**src/design/ugcr_pkg.sv**
```systemverilog
// Shared types, codes and range classification for the UTF-8 glyph class run splitter.
package ugcr_pkg;

    localparam logic [1:0] KIND_BASE  = 2'd0;
    localparam logic [1:0] KIND_EMOJI = 2'd1;
    localparam logic [1:0] KIND_ASIAN = 2'd2;
    localparam logic [1:0] KIND_OTHER = 2'd3;

    localparam logic [20:0] BAD_CODE = 21'h00003F;
    localparam logic [20:0] MAX_CODE = 21'h10FFFF;

    typedef struct packed {
        logic [20:0] code_point;
        logic [1:0]  glyph_kind;
        logic [2:0]  byte_length;
        logic        starts_run;
        logic        last_of_item;
    } t_result;

    typedef struct packed {
        logic    v0;
        logic    v1;
        t_result r0;
        t_result r1;
    } t_dec_out;

    function automatic logic in_rng(logic [20:0] cp, logic [20:0] lo, logic [20:0] hi);
        in_rng = (cp >= lo) && (cp <= hi);
    endfunction

    function automatic logic is_base(logic [20:0] cp);
        is_base = in_rng(cp, 21'd32, 21'd126) || in_rng(cp, 21'd160, 21'd383)
            || in_rng(cp, 21'h2010, 21'h2027) || (cp == 21'h25CB) || (cp == 21'h25AA);
    endfunction

    function automatic logic is_emoji(logic [20:0] cp);
        is_emoji = (cp == 21'h203C) || (cp == 21'h2049) || (cp == 21'h2122)
            || (cp == 21'h2139) || in_rng(cp, 21'h2194, 21'h21AA)
            || in_rng(cp, 21'h231A, 21'h231B) || (cp == 21'h2328) || (cp == 21'h23CF)
            || in_rng(cp, 21'h23E9, 21'h23FA) || (cp == 21'h24C2)
            || in_rng(cp, 21'h25FB, 21'h25FE) || in_rng(cp, 21'h2600, 21'h27BF)
            || in_rng(cp, 21'h2934, 21'h2935) || in_rng(cp, 21'h2B00, 21'h2BFF)
            || (cp == 21'h200D) || (cp == 21'hFE0F) || in_rng(cp, 21'h1F000, 21'h1FFFF);
    endfunction

    function automatic logic is_asian(logic [20:0] cp);
        is_asian = in_rng(cp, 21'h3000, 21'h4DBF) || in_rng(cp, 21'h4E00, 21'h9FFF)
            || in_rng(cp, 21'hA000, 21'hA4CF) || in_rng(cp, 21'hAC00, 21'hD7A3)
            || in_rng(cp, 21'hF900, 21'hFAFF) || in_rng(cp, 21'hFF00, 21'hFFEF)
            || in_rng(cp, 21'h20000, 21'h2A6DF) || in_rng(cp, 21'h2A700, 21'h2EBEF);
    endfunction

endpackage

```
**src/design/ugcr_classify.sv**
```systemverilog
// Sorts one codepoint into its glyph kind by the range tables in priority order.
module ugcr_classify (
    input  logic [20:0] i_code_point,
    output logic [1:0]  o_glyph_kind
);

    always_comb begin
        if (ugcr_pkg::is_base(i_code_point)) begin
            o_glyph_kind = ugcr_pkg::KIND_BASE;
        end else if (ugcr_pkg::is_emoji(i_code_point)) begin
            o_glyph_kind = ugcr_pkg::KIND_EMOJI;
        end else if (ugcr_pkg::is_asian(i_code_point)) begin
            o_glyph_kind = ugcr_pkg::KIND_ASIAN;
        end else begin
            o_glyph_kind = ugcr_pkg::KIND_OTHER;
        end
    end

endmodule

```
**src/design/ugcr_decode.sv**
```systemverilog
// UTF-8 decoder state, run tracking and result formation for one byte.
module ugcr_decode (
    input  logic                i_clk,
    input  logic                i_rst_n,
    input  logic [7:0]          i_text_byte,
    input  logic                i_end_of_text,
    input  logic                i_take,
    output ugcr_pkg::t_dec_out  o_dec
);

    logic [20:0] r_pv, n_pv;
    logic [1:0]  r_exp, n_exp;
    logic [2:0]  r_taken, n_taken;
    logic [1:0]  r_prev, n_prev;
    logic        r_have, n_have;

    logic        lead2, lead3, lead4, f_lead, is_cont;
    logic [20:0] f_cp, f_pv, ext_pv;
    logic [1:0]  f_exp;
    logic [2:0]  taken_inc;
    logic        v0, v1;
    logic [20:0] cp0, cp1;
    logic [2:0]  len0, len1;
    logic [1:0]  k0, k1;

    ugcr_classify u_cls0 (.i_code_point(cp0), .o_glyph_kind(k0));
    ugcr_classify u_cls1 (.i_code_point(cp1), .o_glyph_kind(k1));

    always_comb begin
        lead2     = (i_text_byte[7:5] == 3'b110);
        lead3     = (i_text_byte[7:4] == 4'b1110);
        lead4     = (i_text_byte[7:3] == 5'b11110);
        f_lead    = lead2 || lead3 || lead4;
        is_cont   = (i_text_byte[7:6] == 2'b10);
        f_cp      = i_text_byte[7] ? ugcr_pkg::BAD_CODE : {13'd0, i_text_byte};
        f_pv      = lead2 ? {16'd0, i_text_byte[4:0]}
                  : (lead3 ? {17'd0, i_text_byte[3:0]} : {18'd0, i_text_byte[2:0]});
        f_exp     = lead2 ? 2'd1 : (lead3 ? 2'd2 : 2'd3);
        ext_pv    = {r_pv[14:0], i_text_byte[5:0]};
        taken_inc = 3'(r_taken + 3'd1);

        v0 = 1'b0;
        v1 = 1'b0;
        cp0 = ugcr_pkg::BAD_CODE;
        cp1 = ugcr_pkg::BAD_CODE;
        len0 = 3'd1;
        len1 = 3'd1;
        n_pv = r_pv;
        n_exp = r_exp;
        n_taken = r_taken;

        if (r_exp == 2'd0) begin
            v0  = !f_lead || i_end_of_text;
            cp0 = f_lead ? ugcr_pkg::BAD_CODE : f_cp;
            if (f_lead) begin
                n_pv = f_pv;
                n_exp = f_exp;
                n_taken = 3'd1;
            end
        end else if (is_cont) begin
            n_pv = ext_pv;
            n_taken = taken_inc;
            n_exp = 2'(r_exp - 2'd1);
            len0 = taken_inc;
            if (r_exp == 2'd1) begin
                v0  = 1'b1;
                cp0 = (ext_pv > ugcr_pkg::MAX_CODE) ? ugcr_pkg::BAD_CODE : ext_pv;
                n_pv = '0;
                n_taken = 3'd0;
            end else begin
                v0 = i_end_of_text;
            end
        end else begin
            v0   = 1'b1;
            len0 = r_taken;
            v1   = !f_lead || i_end_of_text;
            cp1  = f_lead ? ugcr_pkg::BAD_CODE : f_cp;
            if (f_lead) begin
                n_pv = f_pv;
                n_exp = f_exp;
                n_taken = 3'd1;
            end else begin
                n_pv = '0;
                n_exp = 2'd0;
                n_taken = 3'd0;
            end
        end

        n_prev = r_prev;
        n_have = r_have;
        if (v1) begin
            n_prev = k1;
            n_have = 1'b1;
        end else if (v0) begin
            n_prev = k0;
            n_have = 1'b1;
        end

        if (i_end_of_text) begin
            n_pv = '0;
            n_exp = 2'd0;
            n_taken = 3'd0;
            n_prev = ugcr_pkg::KIND_BASE;
            n_have = 1'b0;
        end

        o_dec.v0 = v0;
        o_dec.v1 = v1;
        o_dec.r0.code_point   = cp0;
        o_dec.r0.glyph_kind   = k0;
        o_dec.r0.byte_length  = len0;
        o_dec.r0.starts_run   = !r_have || (k0 != r_prev);
        o_dec.r0.last_of_item = !v1;
        o_dec.r1.code_point   = cp1;
        o_dec.r1.glyph_kind   = k1;
        o_dec.r1.byte_length  = len1;
        o_dec.r1.starts_run   = (k1 != k0);
        o_dec.r1.last_of_item = 1'b1;
    end

    always_ff @(posedge i_clk) begin
        if (!i_rst_n) begin
            r_pv <= '0;
            r_exp <= 2'd0;
            r_taken <= 3'd0;
            r_prev <= ugcr_pkg::KIND_BASE;
            r_have <= 1'b0;
        end else if (i_take) begin
            r_pv <= n_pv;
            r_exp <= n_exp;
            r_taken <= n_taken;
            r_prev <= n_prev;
            r_have <= n_have;
        end
    end

endmodule

```
**src/design/ugcr_out_buf.sv**
```systemverilog
// Two-entry result buffer that takes up to two results and gives one per transaction.
module ugcr_out_buf (
    input  logic               i_clk,
    input  logic               i_rst_n,
    input  logic               i_push0,
    input  logic               i_push1,
    input  ugcr_pkg::t_result  i_data0,
    input  ugcr_pkg::t_result  i_data1,
    input  logic               i_pop,
    output logic [1:0]         o_free,
    output logic               o_valid,
    output ugcr_pkg::t_result  o_data
);

    ugcr_pkg::t_result r_ent [2];
    ugcr_pkg::t_result n_ent [2];
    logic [1:0] r_cnt, n_cnt;
    logic [1:0] base;

    always_comb begin
        base = 2'(r_cnt - {1'b0, i_pop});
        o_free = 2'(2'd2 - base);
        n_ent[0] = i_pop ? r_ent[1] : r_ent[0];
        n_ent[1] = r_ent[1];
        if (i_push0) begin
            n_ent[base[0]] = i_data0;
        end
        if (i_push1) begin
            n_ent[1] = i_data1;
        end
        n_cnt = 2'(base + {1'b0, i_push0} + {1'b0, i_push1});
    end

    assign o_valid = (r_cnt != 2'd0);
    assign o_data  = r_ent[0];

    always_ff @(posedge i_clk) begin
        r_ent[0] <= n_ent[0];
        r_ent[1] <= n_ent[1];
        if (!i_rst_n) begin
            r_cnt <= 2'd0;
        end else begin
            r_cnt <= n_cnt;
        end
    end

endmodule

```
**src/design/utf8_glyph_class_run_splitter_top.sv**
```systemverilog
// Top level of the UTF-8 glyph class run splitter: input register, decoder and result buffer.
// Path: an accepted byte is held in the input register, decoded combinationally and registered in the result buffer.
// Throughput: one byte per cycle while the result buffer has room for its results; a byte that
// causes two results holds the input until the result buffer has room for both, limited by the single output port.
// Reset: synchronous active-low i_rst_n clears the decoder, run tracking and both buffers.
module utf8_glyph_class_run_splitter_top (
    input  logic        i_clk,
    input  logic        i_rst_n,
    input  logic        i_valid,
    output logic        o_ready,
    input  logic [7:0]  i_text_byte,
    input  logic        i_end_of_text,
    output logic        o_valid,
    input  logic        i_ready,
    output logic [20:0] o_code_point,
    output logic [1:0]  o_glyph_kind,
    output logic [2:0]  o_byte_length,
    output logic        o_starts_run,
    output logic        o_last_of_item
);

    logic       r_in_vld;
    logic [7:0] r_byte;
    logic       r_eot;

    ugcr_pkg::t_dec_out dec;
    ugcr_pkg::t_result  head;
    logic [1:0] free;
    logic [1:0] need;
    logic       take;
    logic       pop;

    assign need    = 2'({1'b0, dec.v0} + {1'b0, dec.v1});
    assign take    = r_in_vld && (free >= need);
    assign pop     = o_valid && i_ready;
    assign o_ready = !r_in_vld || take;

    always_ff @(posedge i_clk) begin
        if (i_valid && o_ready) begin
            r_byte <= i_text_byte;
            r_eot <= i_end_of_text;
        end
        if (!i_rst_n) begin
            r_in_vld <= 1'b0;
        end else if (o_ready) begin
            r_in_vld <= i_valid;
        end
    end

    ugcr_decode u_decode (
        .i_clk         (i_clk),
        .i_rst_n       (i_rst_n),
        .i_text_byte   (r_byte),
        .i_end_of_text (r_eot),
        .i_take        (take),
        .o_dec         (dec)
    );

    ugcr_out_buf u_out_buf (
        .i_clk   (i_clk),
        .i_rst_n (i_rst_n),
        .i_push0 (take && dec.v0),
        .i_push1 (take && dec.v1),
        .i_data0 (dec.r0),
        .i_data1 (dec.r1),
        .i_pop   (pop),
        .o_free  (free),
        .o_valid (o_valid),
        .o_data  (head)
    );

    assign o_code_point   = head.code_point;
    assign o_glyph_kind   = head.glyph_kind;
    assign o_byte_length  = head.byte_length;
    assign o_starts_run   = head.starts_run;
    assign o_last_of_item = head.last_of_item;

    a_second_needs_first: assert property (@(posedge i_clk) disable iff (!i_rst_n)
        (r_in_vld && dec.v1) |-> dec.v0)
        else $error("second result without a first result");

    a_pair_needs_room: assert property (@(posedge i_clk) disable iff (!i_rst_n)
        (take && dec.v1) |-> (free == 2'd2))
        else $error("two results pushed without room for both");

    a_pair_kept_together: assert property (@(posedge i_clk) disable iff (!i_rst_n)
        (pop && !o_last_of_item) |=> o_valid)
        else $error("second result of a byte missing after the first transaction");

    a_input_captured: assert property (@(posedge i_clk) disable iff (!i_rst_n)
        (i_valid && o_ready) |=> r_in_vld)
        else $error("accepted byte not held in the input register");

endmodule

```
**config.mk**
```make
export PLATFORM = sky130hd
export DESIGN_NAME = utf8_glyph_class_run_splitter_top
export DESIGN_NICKNAME = d
export VERILOG_FILES = /design/src/design/ugcr_pkg.sv /design/src/design/ugcr_classify.sv /design/src/design/ugcr_decode.sv /design/src/design/ugcr_out_buf.sv /design/src/design/utf8_glyph_class_run_splitter_top.sv
export SDC_FILE = /design/constraint.sdc
export NUM_CORES = 1
export LEC_CHECK = 0
export ABC_AREA = 0
export ABC_CLOCK_PERIOD_IN_PS = 4900
export BUFFER_PORTS_ARGS = -buffer_cell sky130_fd_sc_hd__buf_4
export CORE_MARGIN = 2
export CORE_UTILIZATION = 61
export DETAILED_ROUTE_END_ITERATION = 10
export GPL_TIMING_DRIVEN = 1
export PLACE_DENSITY = 0.84
export SLEW_MARGIN = 25
export SYNTH_ARGS = -nofsm -noshare
export SYNTH_HDL_FRONTEND = slang
export SYNTH_SLANG_ARGS = --single-unit
```
**constraint.sdc**
```tcl
create_clock -name i_clk -period 4.9 [get_ports i_clk]
set_input_delay 1.225 -clock i_clk [delete_from_list [all_inputs] [get_ports i_clk]]
set_output_delay 1.225 -clock i_clk [all_outputs]
set_load 0.02 [all_outputs]
```
==> summary.md <==
| Metric | Value |
|---|---|
| Status | `completed` |
| Chip width | `103 um` |
| Endpoints failing hold | `0` |
| Clk_skew | `0.0131 ns` |
| Core Region | `0.00933 mm2` |
| Global-route wire length before repair | `28400 um` |
| Dpl cells | `around 840` |
| Avg Cell Area, Syn | `7.99 um2` |
| Dominant cell type by area after synthesis | `dfxtp_1` |
| Vias in the first global route | `5452` |
| Ratio of cells with drive above 1 in the final layout | `14.6%` |
| Fin crit share | `87.8%` |
| Share of async-settable or async-resettable flops after synthesis | `0%` |
| Area contributors post-synth | `dfxtp_1 (24%), edfxtp_1 (9.6%), nand2_1 (6.8%)` |
| Drt via density | `6.86` |
| Synth warn | `0` |
| Top-area cell type share of the netlist area | `24.4%` |
| Clock period minus worst slack | `between 4 and 5 ns` |
| Maximum clock rate | `232 MHz` |
| Power Total | `between 2 and 3 mW` |
| Synthesized-area fraction occupied by and/or/nand/nor cells | `between 20% and 30%` |
| Post-Synth XOR/XNOR Area | `1.04%` |
| Pre-antenna DRT Iters | `5` |
| RSZ-0062 raised after global routing | `false` |
| Initial antenna violation count | `0` |
| Dpl hpwl | `about 12000 um` |
| Chip Height | `roughly 100 um` |
| Io pins | `43` |
| CTS tree | `done` |
| Synth Instances | `741` |
| Synth cell types | `95` |
| Core Rows | `35` |
| Hold WS | `0.455 ns` |
| Die area | `0.0105 mm2` |
| Net count after synthesis | `762` |
| DRC | `0` |
| Final antenna-violating net count | `0` |
| Final Max Slew Viols | `0` |
| Worst setup path endpoint | `o_ready` |
| Root buffer cell | `clkbuf_8` |
| Mux cell area share after synthesis | `less than 1%` |
| GRT Total Usage | `35.0%` |
| Flops & latches, synth | `91` |
| Design area | `0.00624 mm2` |
| Largest net degree at the start of global routing | `55` |
| Port buffer count | `42` |
| Clock Pin Slew Worst Setup and Hold Paths | `0.10 ns` |
| Final setup TNS | `0 ns` |
| Sink Count | `91` |
| Via count | `5862` |
| Reg2Reg Depth | `16` |
| Hold Crit Class | `register to register` |
| Gpl congestion | `around 1.1` |
| Gr ovfl total | `0` |
| Largest family of logic cells by synthesized area | `simple AND/OR/NAND/NOR gates` |
| Critical path type | `register to output port` |
| CTS Buf Count | `9` |
| Crit. End Element | `output port` |
| Area Overhead vs Synth | `5.43%` |
| Slew @ Worst Pin | `1.05 ns` |
| P_leak | `2.27 nW` |
| CP max FO | `15` |
| Worst reg2reg endpoint | `u_out_buf.r_ent[0][29]$_DFFE_PP_` |
| Setup bufs post-CTS | `0` |
| RR Startpoint | `r_byte[6]$_DFFE_PP_` |
| Crit path from | `r_byte[6]$_DFFE_PP_` |
| Max Cap Viol | `0` |
| Final wirelength | `18100 um` |
| CTS Buffer Depth | `2` |
| Post-Layout Cell Count | `854` |
| Post-CTS Resized | `0` |
| Post-synthesis adder-cell area fraction | `around 1.8%` |
| Post-synthesis cell area | `0.00592 mm2` |
| Nets | `741` |
| CTS Hold Bufs | `0` |
| Clk Latency, worst-skew pair | `between 0.3 and 0.4 ns` |
| Register area share after synthesis | `between 30% and 40%` |
| Synth Area in Compound Gates | `23.1%` |
| Crit start category | `register` |
| Avg WL per Cell | `21.2 um` |
| Max IR drop VDD | `0.518 mV` |
| Arr. time, crit path | `around 3.1 ns` |
| EDFF count, synth | `19` |
| Top_reg_cell synth | `dfxtp_1` |
| Cell Area, Placed | `0.00602 mm2` |
| R2R setup slack | `0.75 ns` |
| ANT cells | `0` |
| DR iter-0 viols | `661` |
| Slew margin rel. | `30.0%` |
| Initial Utilization | `63.4%` |
| PD cells | `approximately 460 mW/mm2` |
| H-tree depth | `3` |
| Final setup fails | `0` |
| WP data required | `3.67 ns` |
==> routing by layer <==
| metal | global-route usage [%] | part of all wire [%] |
|---|---|---|
| met3 | 7.12 | 10 |
| met2 | 55.0 | 46 |
| met1 | 46.6 | 40 |
| met4 | 15.7 | 4.5 |
| met5 | 0 | 0 |
==> worst max-delay path, cell delays in order (launching register included) <==
cell and delay [ns]:
edfxtp_1 0.59, nand2_1 0.16, a21o_1 0.16, nor2_1 0.06
nor3_1 0.46, ha_1 0.34, ha_1 0.26, nand2b_1 0.14
a21oi_1 0.27, nand2_1 0.12, buf_4 0.17
==> metrics by stage <==
step | utilization (%) | setup WS [ns]
after CTS | 66.9 | 0.615
after global routing | 66.9 | 0.403
after global placement | 64.6 | 0.738
final | 66.9 | 0.597
after detailed placement | 64.6 | 0.609
after floorplan | - | 0.478
==> state kept, by name (all words and copies together) (netlist names) <==
name              count
u_out_buf.r_ent      56
u_decode.r_pv        15
r_byte                8
u_decode.r_taken      3
u_decode.r_exp        2
u_decode.r_prev       2
u_out_buf.r_cnt       2
r_eot                 1
r_in_vld              1
u_decode.r_have       1
==> report_power, final <==
part	switching, mW	internal, mW
Combinational	0.794	0.474
Sequential	0.123	0.953
Clock	0.283	0.273
Total	1.20	1.70
==> area by class of cell <==
class | count | area, um2
timing repair buffer | 62 | 465
multi-input combinational | 540 | 3320
inverter | 16 | 60.1
sequential | 91 | 2010
fill | 788 | 3090
clock buffer | 11 | 153
clock inverter | 5 | 65.1
tap | 129 | 161
==> how the worst min path moves through the flow <==
stage,startpoint,end,cells past startpoint
finish,u_out_buf.r_ent[0][28]$_SDFFE_PP1P_,u_out_buf.r_ent[0][28]$_SDFFE_PP1P_,1
global route,u_out_buf.r_ent[0][28]$_SDFFE_PP1P_,u_out_buf.r_ent[0][28]$_SDFFE_PP1P_,1
CTS,u_out_buf.r_ent[0][28]$_SDFFE_PP1P_,u_out_buf.r_ent[0][28]$_SDFFE_PP1P_,1
detailed placement,u_out_buf.r_ent[0][28]$_SDFFE_PP1P_,u_out_buf.r_ent[0][28]$_SDFFE_PP1P_,1
global placement,u_out_buf.r_ent[0][28]$_SDFFE_PP1P_,u_out_buf.r_ent[0][28]$_SDFFE_PP1P_,1
floorplan,u_out_buf.r_ent[0][28]$_SDFFE_PP1P_,u_out_buf.r_ent[0][28]$_SDFFE_PP1P_,1
==> cell usage after synthesis (all sizes together) (8+ instances only) <==
master and count:
buf 47, o21ai 18, a22o 16, nor2 55, a21oi 51, nor3 30, nand4 16, nand3 27
and2 10, clkbuf 47, nor4 17, edfxtp 19, inv 14, nand2 109, a21o 8, nand2b 10
a31oi 33, dfxtp 72, nor2b 11
==> placed cells by master, fill, tap and decap left out, types with 4 or more instances in the layout <==
cell,instances
a31oi_1,33
nor2_1,52
o41ai_1,4
a21oi_1,50
buf_4,62
o21ai_0,15
a21o_1,8
dfxtp_1,72
nand4_1,15
nor2b_1,11
ha_1,7
nand3_1,26
xnor2_1,5
nand4b_1,6
a211oi_1,4
nand2_1,108
or4_1,6
clkbuf_8,9
nor4_1,13
and2_1,9
edfxtp_1,19
nor3_1,29
inv_1,13
o2111ai_1,7
a22oi_1,4
a22o_1,15
nand2b_1,10
nor4bb_1,6
or3_1,5
==> logic make-up after synthesis <==
logic type / Yosys count
mux: 2
fa+ha+maj: 8
compound gates: 192
xor+xnor: 7
simple gates: 331
buf+inv: 110
flops: 91
Note: power is estimated with default switching activity, not from simulation.
